### src/nfsd_pkg.sv
// Shared constants, types and a helper function for the server dispatcher.
package nfsd_pkg;

    localparam int SERVERS     = 16;
    localparam int COUNT_WIDTH = 20;
    localparam int MAX_RESULTS = 16;

    localparam int SRV_W  = (SERVERS > 1) ? $clog2(SERVERS) : 1;
    localparam int K_W    = $clog2(SERVERS + 1) + 1;
    localparam int RES_W  = $clog2(MAX_RESULTS + 1);
    localparam int CFG_W  = 5;
    localparam int ARR_W  = 31;
    localparam int TIME_W = 32;
    localparam int ID_W   = 4;
    localparam int MAXC_W = 20;

    localparam logic [COUNT_WIDTH-1:0] COUNT_MAX = '1;

    localparam logic CMD_DISPATCH = 1'b0;
    localparam logic CMD_REPORT   = 1'b1;

    typedef struct packed {
        logic cap_in;
        logic norm_step;
        logic disp_wr;
        logic max_step;
        logic eq_cap;
        logic emit;
    } t_cmd;

    typedef struct packed {
        logic is_report;
        logic idx_ge_k;
        logic scan_last;
        logic out_free;
        logic emit_last;
        logic eq_any;
    } t_sts;

    function automatic logic [SRV_W-1:0] lowest_set(input logic [SERVERS-1:0] v);
        logic [SRV_W-1:0] r;
        r = '0;
        for (int i = SERVERS - 1; i >= 0; i--) begin
            if (v[i]) begin
                r = SRV_W'(i);
            end
        end
        return r;
    endfunction

endpackage

### src/nfsd_if.sv
// Valid/ready channel interfaces for request and result beats.
interface nfsd_in_if;
    logic                          valid;
    logic                          ready;
    logic                          command;
    logic [nfsd_pkg::ARR_W-1:0]    arrival_time;
    logic [nfsd_pkg::ARR_W-1:0]    load_time;

    modport source (output valid, command, arrival_time, load_time, input ready);
    modport sink   (input valid, command, arrival_time, load_time, output ready);
endinterface

interface nfsd_out_if;
    logic                          valid;
    logic                          ready;
    logic [nfsd_pkg::ID_W-1:0]     server_id;
    logic                          dropped;
    logic [nfsd_pkg::MAXC_W-1:0]   max_count;
    logic                          last;

    modport source (output valid, server_id, dropped, max_count, last, input ready);
    modport sink   (input valid, server_id, dropped, max_count, last, output ready);
endinterface

### src/nfsd_ctrl.sv
// Sequencer for dispatch and busiest-server report.
module nfsd_ctrl (
    input  logic            i_clk,
    input  logic            i_rst_n,
    input  logic            i_in_valid,
    output logic            o_in_ready,
    input  nfsd_pkg::t_sts  i_sts,
    output nfsd_pkg::t_cmd  o_cmd
);
    import nfsd_pkg::*;

    localparam logic [2:0] ST_IDLE  = 3'd0;
    localparam logic [2:0] ST_DCMP  = 3'd1;
    localparam logic [2:0] ST_DWR   = 3'd2;
    localparam logic [2:0] ST_RMAX  = 3'd3;
    localparam logic [2:0] ST_REQ   = 3'd4;
    localparam logic [2:0] ST_REMIT = 3'd5;

    logic [2:0] r_state;
    logic [2:0] n_state;
    logic       accept;

    assign o_in_ready = (r_state == ST_IDLE);
    assign accept     = i_in_valid && o_in_ready;

    always_comb begin
        n_state = r_state;
        o_cmd   = '0;
        unique case (r_state)
            ST_IDLE: begin
                if (accept) begin
                    o_cmd.cap_in = 1'b1;
                    n_state      = ST_DCMP;
                end
            end
            ST_DCMP: begin
                // free vector is captured every cycle here
                if (i_sts.is_report) begin
                    n_state = ST_RMAX;
                end else if (i_sts.idx_ge_k) begin
                    o_cmd.norm_step = 1'b1;
                end else begin
                    n_state = ST_DWR;
                end
            end
            ST_DWR: begin
                if (i_sts.out_free) begin
                    o_cmd.disp_wr = 1'b1;
                    n_state       = ST_IDLE;
                end
            end
            ST_RMAX: begin
                o_cmd.max_step = 1'b1;
                if (i_sts.scan_last) begin
                    n_state = ST_REQ;
                end
            end
            ST_REQ: begin
                o_cmd.eq_cap = 1'b1;
                n_state      = ST_REMIT;
            end
            ST_REMIT: begin
                if (!i_sts.eq_any) begin
                    n_state = ST_IDLE;
                end else if (i_sts.out_free) begin
                    o_cmd.emit = 1'b1;
                    if (i_sts.emit_last) begin
                        n_state = ST_IDLE;
                    end
                end
            end
            default: begin
                n_state = ST_IDLE;
            end
        endcase
    end

    always_ff @(posedge i_clk) begin
        if (!i_rst_n) begin
            r_state <= ST_IDLE;
        end else begin
            r_state <= n_state;
        end
    end

endmodule

### src/nfsd_dp.sv
// Server free times, served counts, selection logic and result register.
module nfsd_dp (
    input  logic                          i_clk,
    input  logic                          i_rst_n,
    input  logic                          i_cfg_we,
    input  logic [nfsd_pkg::CFG_W-1:0]    i_cfg_data,
    input  logic                          i_command,
    input  logic [nfsd_pkg::ARR_W-1:0]    i_arrival_time,
    input  logic [nfsd_pkg::ARR_W-1:0]    i_load_time,
    input  logic                          i_out_ready,
    output logic                          o_out_valid,
    output logic [nfsd_pkg::ID_W-1:0]     o_server_id,
    output logic                          o_dropped,
    output logic [nfsd_pkg::MAXC_W-1:0]   o_max_count,
    output logic                          o_last,
    input  nfsd_pkg::t_cmd                i_cmd,
    output nfsd_pkg::t_sts                o_sts
);
    import nfsd_pkg::*;

    logic [CFG_W-1:0]       r_num;
    logic [SRV_W-1:0]       r_idx;
    logic [TIME_W-1:0]      r_ft  [SERVERS];
    logic [COUNT_WIDTH-1:0] r_cnt [SERVERS];
    logic                   r_cmd;
    logic [ARR_W-1:0]       r_arr;
    logic [ARR_W-1:0]       r_load;
    logic [SERVERS-1:0]     r_free;
    logic [SRV_W-1:0]       r_scan;
    logic [COUNT_WIDTH-1:0] r_max;
    logic [SERVERS-1:0]     r_eq;
    logic [RES_W-1:0]       r_nres;
    logic                   r_ov;
    logic [ID_W-1:0]        r_oid;
    logic                   r_odrop;
    logic [MAXC_W-1:0]      r_omax;
    logic                   r_olast;

    logic [K_W-1:0]         k;
    logic [SERVERS-1:0]     in_use;
    logic [SERVERS-1:0]     ge_start;
    logic [SERVERS-1:0]     free_now;
    logic [SERVERS-1:0]     free_hi;
    logic [SRV_W-1:0]       pick;
    logic                   found;
    logic [SRV_W-1:0]       epick;
    logic [SERVERS-1:0]     eq_rest;
    logic                   emit_last;
    logic                   out_free;

    always_comb begin
        if (r_num == '0) begin
            k = K_W'(1);
        end else if (32'(r_num) > SERVERS) begin
            k = K_W'(SERVERS);
        end else begin
            k = K_W'(r_num);
        end
    end

    always_comb begin
        for (int s = 0; s < SERVERS; s++) begin
            in_use[s]   = K_W'(s) < k;
            ge_start[s] = SRV_W'(s) >= r_idx;
            free_now[s] = in_use[s] && (r_ft[s] <= {1'b0, r_arr});
        end
    end

    assign free_hi = r_free & ge_start;
    assign found   = |r_free;
    assign pick    = (|free_hi) ? lowest_set(free_hi) : lowest_set(r_free);

    assign epick = lowest_set(r_eq);
    always_comb begin
        for (int s = 0; s < SERVERS; s++) begin
            eq_rest[s] = r_eq[s] && (SRV_W'(s) != epick);
        end
    end
    assign emit_last = (eq_rest == '0) || (r_nres == RES_W'(MAX_RESULTS - 1));

    assign out_free = !r_ov || i_out_ready;

    assign o_sts.is_report = (r_cmd == CMD_REPORT);
    assign o_sts.idx_ge_k  = K_W'(r_idx) >= k;
    assign o_sts.scan_last = (K_W'(r_scan) + K_W'(1)) == k;
    assign o_sts.out_free  = out_free;
    assign o_sts.emit_last = emit_last;
    assign o_sts.eq_any    = |r_eq;

    always_ff @(posedge i_clk) begin
        if (!i_rst_n) begin
            r_num <= CFG_W'(SERVERS);
        end else if (i_cfg_we) begin
            r_num <= i_cfg_data;
        end
    end

    always_ff @(posedge i_clk) begin
        if (!i_rst_n) begin
            r_idx <= '0;
            for (int s = 0; s < SERVERS; s++) begin
                r_ft[s]  <= '0;
                r_cnt[s] <= '0;
            end
        end else if (i_cmd.norm_step) begin
            r_idx <= SRV_W'(K_W'(r_idx) - k);
        end else if (i_cmd.disp_wr) begin
            r_idx <= ((K_W'(r_idx) + K_W'(1)) >= k) ? '0 : r_idx + SRV_W'(1);
            if (found) begin
                r_ft[pick] <= {1'b0, r_arr} + {1'b0, r_load};
                if (r_cnt[pick] != COUNT_MAX) begin
                    r_cnt[pick] <= r_cnt[pick] + COUNT_WIDTH'(1);
                end
            end
        end
    end

    // request capture and working registers
    always_ff @(posedge i_clk) begin
        r_free <= free_now;
        if (i_cmd.cap_in) begin
            r_cmd  <= i_command;
            r_arr  <= i_arrival_time;
            r_load <= i_load_time;
            r_scan <= '0;
            r_max  <= '0;
        end else if (i_cmd.max_step) begin
            r_scan <= r_scan + SRV_W'(1);
            if (r_cnt[r_scan] > r_max) begin
                r_max <= r_cnt[r_scan];
            end
        end
        if (i_cmd.eq_cap) begin
            r_nres <= '0;
            for (int s = 0; s < SERVERS; s++) begin
                r_eq[s] <= in_use[s] && (r_cnt[s] == r_max);
            end
        end else if (i_cmd.emit) begin
            r_nres <= r_nres + RES_W'(1);
            r_eq   <= emit_last ? '0 : eq_rest;
        end
    end

    always_ff @(posedge i_clk) begin
        if (!i_rst_n) begin
            r_ov <= 1'b0;
        end else if (i_cmd.disp_wr || i_cmd.emit) begin
            r_ov <= 1'b1;
        end else if (i_out_ready) begin
            r_ov <= 1'b0;
        end
    end

    always_ff @(posedge i_clk) begin
        if (i_cmd.disp_wr) begin
            r_oid   <= found ? ID_W'(pick) : '0;
            r_odrop <= !found;
            r_omax  <= '0;
            r_olast <= 1'b1;
        end else if (i_cmd.emit) begin
            r_oid   <= ID_W'(epick);
            r_odrop <= 1'b0;
            r_omax  <= MAXC_W'(r_max);
            r_olast <= emit_last;
        end
    end

    assign o_out_valid = r_ov;
    assign o_server_id = r_oid;
    assign o_dropped   = r_odrop;
    assign o_max_count = r_omax;
    assign o_last      = r_olast;

endmodule

### src/next_free_server_dispatcher_unit.sv
// Dispatch: accept, compare, then select/write, which waits while the output beat is not taken;
// extra compare steps bring the request index back below a lowered server count.
// Report: accept, scan the N in-use counts for the maximum, a match step, then one
// result beat per cycle while the output is taken.
// Synchronous active-low reset: all servers free, counts and request index zero,
// server count set to SERVERS. One input beat is worked on at a time.
module next_free_server_dispatcher_unit (
    input  logic                        i_clk,
    input  logic                        i_rst_n,
    input  logic                        i_cfg_we,
    input  logic [nfsd_pkg::CFG_W-1:0]  i_cfg_data,
    nfsd_in_if.sink                     i_in,
    nfsd_out_if.source                  o_out
);
    import nfsd_pkg::*;

    t_cmd cmd;
    t_sts sts;
    logic in_ready;

    assign i_in.ready = in_ready;

    nfsd_ctrl u_ctrl (
        .i_clk      (i_clk),
        .i_rst_n    (i_rst_n),
        .i_in_valid (i_in.valid),
        .o_in_ready (in_ready),
        .i_sts      (sts),
        .o_cmd      (cmd)
    );

    nfsd_dp u_dp (
        .i_clk          (i_clk),
        .i_rst_n        (i_rst_n),
        .i_cfg_we       (i_cfg_we),
        .i_cfg_data     (i_cfg_data),
        .i_command      (i_in.command),
        .i_arrival_time (i_in.arrival_time),
        .i_load_time    (i_in.load_time),
        .i_out_ready    (o_out.ready),
        .o_out_valid    (o_out.valid),
        .o_server_id    (o_out.server_id),
        .o_dropped      (o_out.dropped),
        .o_max_count    (o_out.max_count),
        .o_last         (o_out.last),
        .i_cmd          (cmd),
        .o_sts          (sts)
    );

endmodule

### src/flat_wrapper.sv
// flat-port wrapper written by rule: the top's interface ports become plain ports
module next_free_server_dispatcher_unit_flat import nfsd_pkg::*;
  (i_clk, i_rst_n, i_cfg_we, i_cfg_data, i_in_valid, i_in_command, i_in_arrival_time, i_in_load_time, i_in_ready, o_out_valid, o_out_server_id, o_out_dropped, o_out_max_count, o_out_last, o_out_ready);
  nfsd_in_if i_in_i ();
  nfsd_out_if o_out_i ();
  input  logic i_clk;
  input  logic i_rst_n;
  input  logic i_cfg_we;
  input  logic [nfsd_pkg::CFG_W-1:0] i_cfg_data;
  input wire logic [$bits(i_in_i.valid)-1:0] i_in_valid;
  input wire logic [$bits(i_in_i.command)-1:0] i_in_command;
  input wire logic [$bits(i_in_i.arrival_time)-1:0] i_in_arrival_time;
  input wire logic [$bits(i_in_i.load_time)-1:0] i_in_load_time;
  output wire logic [$bits(i_in_i.ready)-1:0] i_in_ready;
  output wire logic [$bits(o_out_i.valid)-1:0] o_out_valid;
  output wire logic [$bits(o_out_i.server_id)-1:0] o_out_server_id;
  output wire logic [$bits(o_out_i.dropped)-1:0] o_out_dropped;
  output wire logic [$bits(o_out_i.max_count)-1:0] o_out_max_count;
  output wire logic [$bits(o_out_i.last)-1:0] o_out_last;
  input wire logic [$bits(o_out_i.ready)-1:0] o_out_ready;
  assign i_in_i.valid = i_in_valid;
  assign i_in_i.command = i_in_command;
  assign i_in_i.arrival_time = i_in_arrival_time;
  assign i_in_i.load_time = i_in_load_time;
  assign i_in_ready = i_in_i.ready;
  assign o_out_valid = o_out_i.valid;
  assign o_out_server_id = o_out_i.server_id;
  assign o_out_dropped = o_out_i.dropped;
  assign o_out_max_count = o_out_i.max_count;
  assign o_out_last = o_out_i.last;
  assign o_out_i.ready = o_out_ready;
  next_free_server_dispatcher_unit u_core (.i_clk(i_clk), .i_rst_n(i_rst_n), .i_cfg_we(i_cfg_we), .i_cfg_data(i_cfg_data), .i_in(i_in_i), .o_out(o_out_i));
endmodule
### config.mk
export PLATFORM = sky130hd
export DESIGN_NAME = next_free_server_dispatcher_unit_flat
export DESIGN_NICKNAME = d
export VERILOG_FILES = /design/src/nfsd_pkg.sv /design/src/nfsd_if.sv /design/src/nfsd_ctrl.sv /design/src/nfsd_dp.sv /design/src/next_free_server_dispatcher_unit.sv /design/src/flat_wrapper.sv
export SDC_FILE = /design/constraint.sdc
export NUM_CORES = 2
export LEC_CHECK = 0
export BUFFER_PORTS_ARGS = -buffer_cell sky130_fd_sc_hd__buf_2
export CORE_MARGIN = 10
export CORE_UTILIZATION = 35
export CTS_CLUSTER_DIAMETER = 80
export DETAILED_ROUTE_END_ITERATION = 10
export PLACE_DENSITY = 0.58
export SLEW_MARGIN = 25
export SYNTH_ARGS = -nofsm -noshare
export SYNTH_HDL_FRONTEND = slang
export SYNTH_HIERARCHICAL = 1
export SYNTH_SLANG_ARGS = --single-unit
### constraint.sdc
create_clock -name i_clk -period 14.55 [get_ports i_clk]
set_input_delay 3.6375 -clock i_clk [delete_from_list [all_inputs] [get_ports i_clk]]
set_output_delay 3.6375 -clock i_clk [all_outputs]
set_load 0.02 [all_outputs]
=== Word level (Yosys, flattened, before mapping) ===
Memory sizes are Yosys's and may differ from the RTL's. A register that Yosys moved wholly into a read port is not among the register bits.
Cells that the tools add are included.

* Register bits after elaboration: 163
* Memory bits (writable): 832
* Input bits: 73
* Memories kept: 2

* Add/subtract/negate cells: 8
* $lt $le $gt $ge: 52
* Equal/unequal tests: 45
* Multiplexer cells: 104
* Bitwise logic cells: 1
* Reductions and logical operators: 69

{| class="wikitable"
|+ Memories
! name !! words !! width !! rd ports !! clocked after memory_dff !! wr ports !! RTL line !! RTL
|-
| u_core.u_dp.r_ft || 16 || 32 || 16 || 0 || 16 || nfsd_dp.sv:23 || <nowiki>logic [TIME_W-1:0] r_ft [SERVERS];</nowiki>
|-
| u_core.u_dp.r_cnt || 16 || 20 || 18 || 1 || 16 || nfsd_dp.sv:24 || <nowiki>logic [COUNT_WIDTH-1:0] r_cnt [SERVERS];</nowiki>
|}

{| class="wikitable"
|+ Operator list
! kind !! number
|-
| less-or-equal comparator 32 x 31 -> 1 bit || 16
|-
| == test 20 bit || 16
|-
| two-way mux 4 bit || 59
|-
| logical AND 1 bit || 49
|-
| < comparator 4 x 6 -> 1 bit (first input constant) || 8
|-
| two-way mux 16 bit || 3
|-
| OR reduction 16 bit || 3
|-
| adder 31 x 31 -> 32 bit || 1
|-
| >= comparator 4 bit (first input constant) || 8
|-
| two-way mux 32 bit || 1
|-
| inequality test 4 bit (first input constant) || 8
|-
| OR reduction 32 bit || 1
|-
| two-way mux 1 bit || 29
|-
| < comparator 3 x 6 -> 1 bit (first input constant) || 4
|-
| two-way mux 3 bit || 8
|-
| adder 20 x 1 -> 20 bit (second input constant) || 1
|-
| > comparator 20 bit || 1
|-
| two-way mux 20 bit || 1
|-
| inequality test 20 bit (second input constant) || 1
|-
| OR reduction 20 bit || 1
|-
| one-hot mux 3 bit (6 select lines) || 1
|-
| bitwise AND 16 bit || 1
|-
| >= comparator 3 x 4 -> 1 bit (first input constant) || 4
|-
| logical NOT 16 bit || 1
|-
| 31 further kinds || 53
|}

=== Longest topological paths before layout ===
An unclocked memory read counts as a cell.

* Depth in word-level cells: 29
* Mapped depth: 24

=== Hierarchy ===
The synthesis kept the hierarchy.

{| class="wikitable"
|+ Modules (own cells, without submodules)
! module !! times used !! cells an instance !! area each (um^2)
|-
| nfsd_dp || 1 || 5,249 || 59,492.1
|-
| nfsd_ctrl || 1 || 34 || 281.5
|}

=== Worst setup path before layout ===
No wires, ideal clock.

* Path type: input to register
* From: in o_out_ready
* To: mem u_core.u_dp.r_cnt[3][0] (enable)
* Arrival time: 6,835 ps
* Setup slack: 7,290 ps
* Cell stages on the path: 10
* Buffers on the path: 2
* Cell sequence: nand2b_1 -> buf_4 -> nor4bb_1 -> nand2_1 -> nor3_1 -> nand2_1 -> nor2_1 -> nand2_1 -> clkbuf_1 -> o21ai_0

{| class="wikitable"
|+ RTL lines
! what !! RTL line !! RTL
|-
| start, declared || flat_wrapper.sv:20 || <nowiki>input wire logic [$bits(o_out_i.ready)-1:0] o_out_ready;</nowiki>
|-
| end, declared || nfsd_dp.sv:24 ||
|}

==> results <==
- The quantity of gates resized following cts is 0.
- The clock reaches the later pin of the worst-skew pair after 0.80 ns.
- The number of design-rule violations left by the first detailed-router iteration is 6153.
- The synthesized netlist devotes 5.55% of its cell area to XOR and XNOR gates.
- The initial standard-cell utilization of the core is 35.2%.
- The main combinational cell family by area after synthesis is simple AND/OR/NAND/NOR gates.
- Along the worst path, the maximum fanout reaches 85.
- The startpoint identified for the worst register-to-register timing path is u_core/u_dp/r_idx[1].
- In this run the count of I/O pins placed on the die edge is 101.
- The routed via count divided by cell count is ~6.
- Across the VDD grid, the largest voltage drop is 0.000167 V.
- The worst hold-check path type is flip-flop to flip-flop.
- The flow ran to the end, and the final reports show no timing, DRC or antenna violations.
- The post-CTS setup repair buffer count is 0.
- Setup repair after global routing left no endpoint under its margin.
- Counting flops and latches in the post-synthesis netlist gives 999.
- Clock tree synthesis selected as its root buffer the cell clkbuf_16.
- The total congestion overflow after global routing is 0.
- The number of buffers inserted for hold repair after clock tree synthesis is 0.
- The arrival time at the worst endpoint is 8.13 ns.
- The average wire length per cell after detail routing is 29.6 µm.
- The area of the multi-input gates is 29600 µm².
- The maximum number of pins on one net before global-route repair is 122.
- After synthesis the cells add up to 59800 µm².
- The share of synthesized area spent on multiplexers is 6.29%.
- The total setup violations reported at the end of the flow is 0.
- The synthesized-area fraction occupied by and/or/nand/nor cells is 16.3%.
- The final critical path takes up a little over half of the cycle.
- The sequential-to-total area share from yosys stat is 48.8%.
- The worst path required time is 14.89 ns.
- The number of buffers inserted during clock tree synthesis is 114.
- Cells with a size suffix above 1 make up approximately 13% of the layout.
- The initial antenna violation count is 20.
- Each instance of the synthesized netlist takes up on average 11.3 µm².
- The routed wire length is 226000 µm.
- The primary flip-flop cell chosen by synthesis mapping is edfxtp_1.
- The share of synthesized cell area in full adder, half adder and majority cells is 11.9%.
- For this run, the post-layout net count is 5966.
- The number of remaining DRC errors is 0.
- The number of buffer cells added on primary ports is 100.
- The power per cell area is ~180 nW/µm².
- In this run, synthesis inferred 916 flip-flops with an integrated enable.
- The number of inserted filler cells in the final layout is 16095.
- In the layout the commonest cells are edfxtp_1 (916), nor2_1 (716), ha_1 (564).
- The tool flagged a number of max-cap violations equal to 0.
- In the global route stage, overall resource usage came out at 23.3%.
- Summing all flip-flop and latch instances after layout gives 29200 µm².
- The time the worst path needs with I/O delays and setup is 7.79 ns.
- The count of nets left with antenna violations once routing finished came out at 0.
- The worst hold slack is approximately 0.5 ns.
- The first-pass detailed-route iteration total is 7.
- Summing the areas of all compound-gate instances in the mapped netlist gives 7.99% of the synthesized area.
- The number of instances in the synthesized netlist is 5283.
- The upper clock frequency limit is 0.128 GHz.
- Routability-driven placement finished with a final weighted congestion of 1.05.
- The via count of the first global-routing pass came to 43531.
- The worst clock skew is 0.0757 ns.
- The net count of the mapped netlist is 5922.
- Clock-pin slew was measured on the worst setup and hold paths at 0.06 ns.
- The die area is between 150000 and 200000 µm².
- Once detailed placement completed, the half-perimeter wirelength came to around 150000 µm.
- In this run the static leakage power is approximately 27 nW.
- The worst-case headroom to the max-slew limit is 23.9%.
- STA classifies the critical path endpoint as a flip-flop.
- The clock tree synthesis step divided the H-tree into 3 levels.
- The synthesis-to-layout area growth is 13.5%.
- CTS saw 999 sinks.
- The Yosys step of the flow raised 6 warnings.
- The startpoint identified for the worst hold timing path is u_core/u_dp/r_nres[4].
- TritonCTS built the clock tree.
- The path type of the worst setup path is flip-flop to flip-flop.
- The fraction of registers with async set or reset after synthesis is 0%.
- The finished cells cover between 60000 and 70000 µm².
- The region available for standard cell placement spans 170000 µm².
- The design draws 12.3 mW.
- In this run the worst setup path begins at u_core/u_dp/r_idx[1].
- The die width is 433 µm.
- The cell area after placement is 63500 µm².
- The slew of the pin with the lowest slew margin is 1.14 ns.
- The deepest clock path buffer count is 3.
- The leading cell type in the layout, fill and taps excluded is edfxtp_1.
- Row generation in the floorplan step produced 151 rows.
- The total number of vias is between 40000 and 50000.
- The setup TNS is 0 ns.
- The number of pins with negative max-slew slack in the final report was 0.
- The final count of hold timing violations is 0.
- The die height is 433 µm.
- The final standard cell utilization of the core is 40.0%.
- The wire length of the first global-routing pass is 316000 µm.
- The count of distinct cell types in the synthesized netlist is 94.
- The worst setup path is launched from a flip-flop.
-- cells by family (layout without fill, tap and decap cells) --
kind of cell	Yosys count	after routing
xor+xnor	378	378
other cells	0	6
buf+inv	420	563
fa+ha+maj	567	567
simple gates	1915	1915
mux	245	245
compound gates	759	759
flops	999	999
-- sequential cells by signal (all words and copies together) (netlist names), named ones only --
signal	flops
u_core/u_dp/r_ft	512
u_core/u_dp/r_nres	5
u_core/u_dp/o_max_count	20
u_core/u_dp/r_cnt	320
u_core/u_ctrl/r_state	3
u_core/u_dp/r_load	31
u_core/u_dp/r_max	20
u_core/u_dp/r_scan	4
u_core/u_dp/r_idx	4
u_core/u_dp/r_arr	31
u_core/u_dp/r_free	16
u_core/u_dp/o_dropped	1
u_core/u_dp/o_last	1
u_core/u_dp/r_eq	16
u_core/u_dp/o_out_valid	1
u_core/u_dp/o_server_id	4
u_core/u_dp/r_cmd	1
u_core/u_dp/r_num	5
-- per-layer routing --
layer / share of wire (%) / wire [µm] / vias up / track usage [%]
li1: - / - / 19811 / -
met1: 41 / 93300 / 22854 / 32.2
met2: 41 / 92700 / 2833 / 33.1
met3: 13 / 29300 / 538 / 7.33
met4: 4.9 / 11000 / 18 / 10.4
met5: 0.050 / 114 / - / 0
-- critical path: stages (launching register included) --
cell and delay (ns):
dfxtp_1 0.61, inv_1 0.23, ha_1 0.34, and2_1 0.20, o21ai_2 0.31, nand2_1 0.20, a311o_1 0.38, or3_1 0.32
buf_4 0.30, nand2_8 0.63, mux2i_1 0.18, a22oi_1 0.56, and4_1 0.28, buf_4 0.33, ha_1 0.35, nand3_4 0.18
or3_1 0.43, and3b_2 0.24, buf_4 0.63, o21ai_2 0.48
-- Yosys cell counts (109+ instances only) --
cell	count	share of area, %
a21oi_1	233	2.0
and3_1	275	2.9
clkbuf_1	183	1.1
edfxtp_1	916	46
ha_1	564	12
mux2i_1	129	2.2
nand2_1	180	1.1
nand3_1	113	0.95
nand4_1	170	1.8
nor2_1	718	4.5
nor2b_1	109	1.1
o21ai_0	188	1.6
xnor2_1	184	2.7
xor2_1	193	2.8
-- path summary, 6_finish.rpt --
path                             endpoint  slack, ns  depth (start not counted)
hold / removal      u_core/u_dp/r_nres[4]       0.49                          2
setup / recovery  u_core/u_dp/r_cnt[9][6]       6.76                         19
hold reg to reg     u_core/u_dp/r_nres[4]       0.49                          2
setup reg to reg  u_core/u_dp/r_cnt[9][6]       6.76                         19
-- area by class of cell --
class,instances,share of cell area (%)
antenna,6,0.0221
clock buffer,137,4.33
clock inverter,78,1.72
multi-input combinational,3864,43.7
tap,2218,4.09
sequential,999,43.0
inverter,102,0.564
timing repair buffer,246,2.59
-- metrics by stage --
stage                     setup slack (ns)  std cells
after floorplan                       7.29       5283
after global placement                6.09       7420
after detailed placement              5.98       7424
after CTS                             6.57       7639
after global routing                  6.54       7646
final                                 6.76       7650
-- report_power, final --
part / switching [mW] / leakage (nW) / internal [mW]
clock: 1.28 / 1.99 / 1.88
sequential: 0.226 / 10.1 / 3.39
combinational: 3.99 / 15.0 / 1.57
total: 5.50 / 27.0 / 6.84
Note: power is estimated with default switching activity, not from simulation.
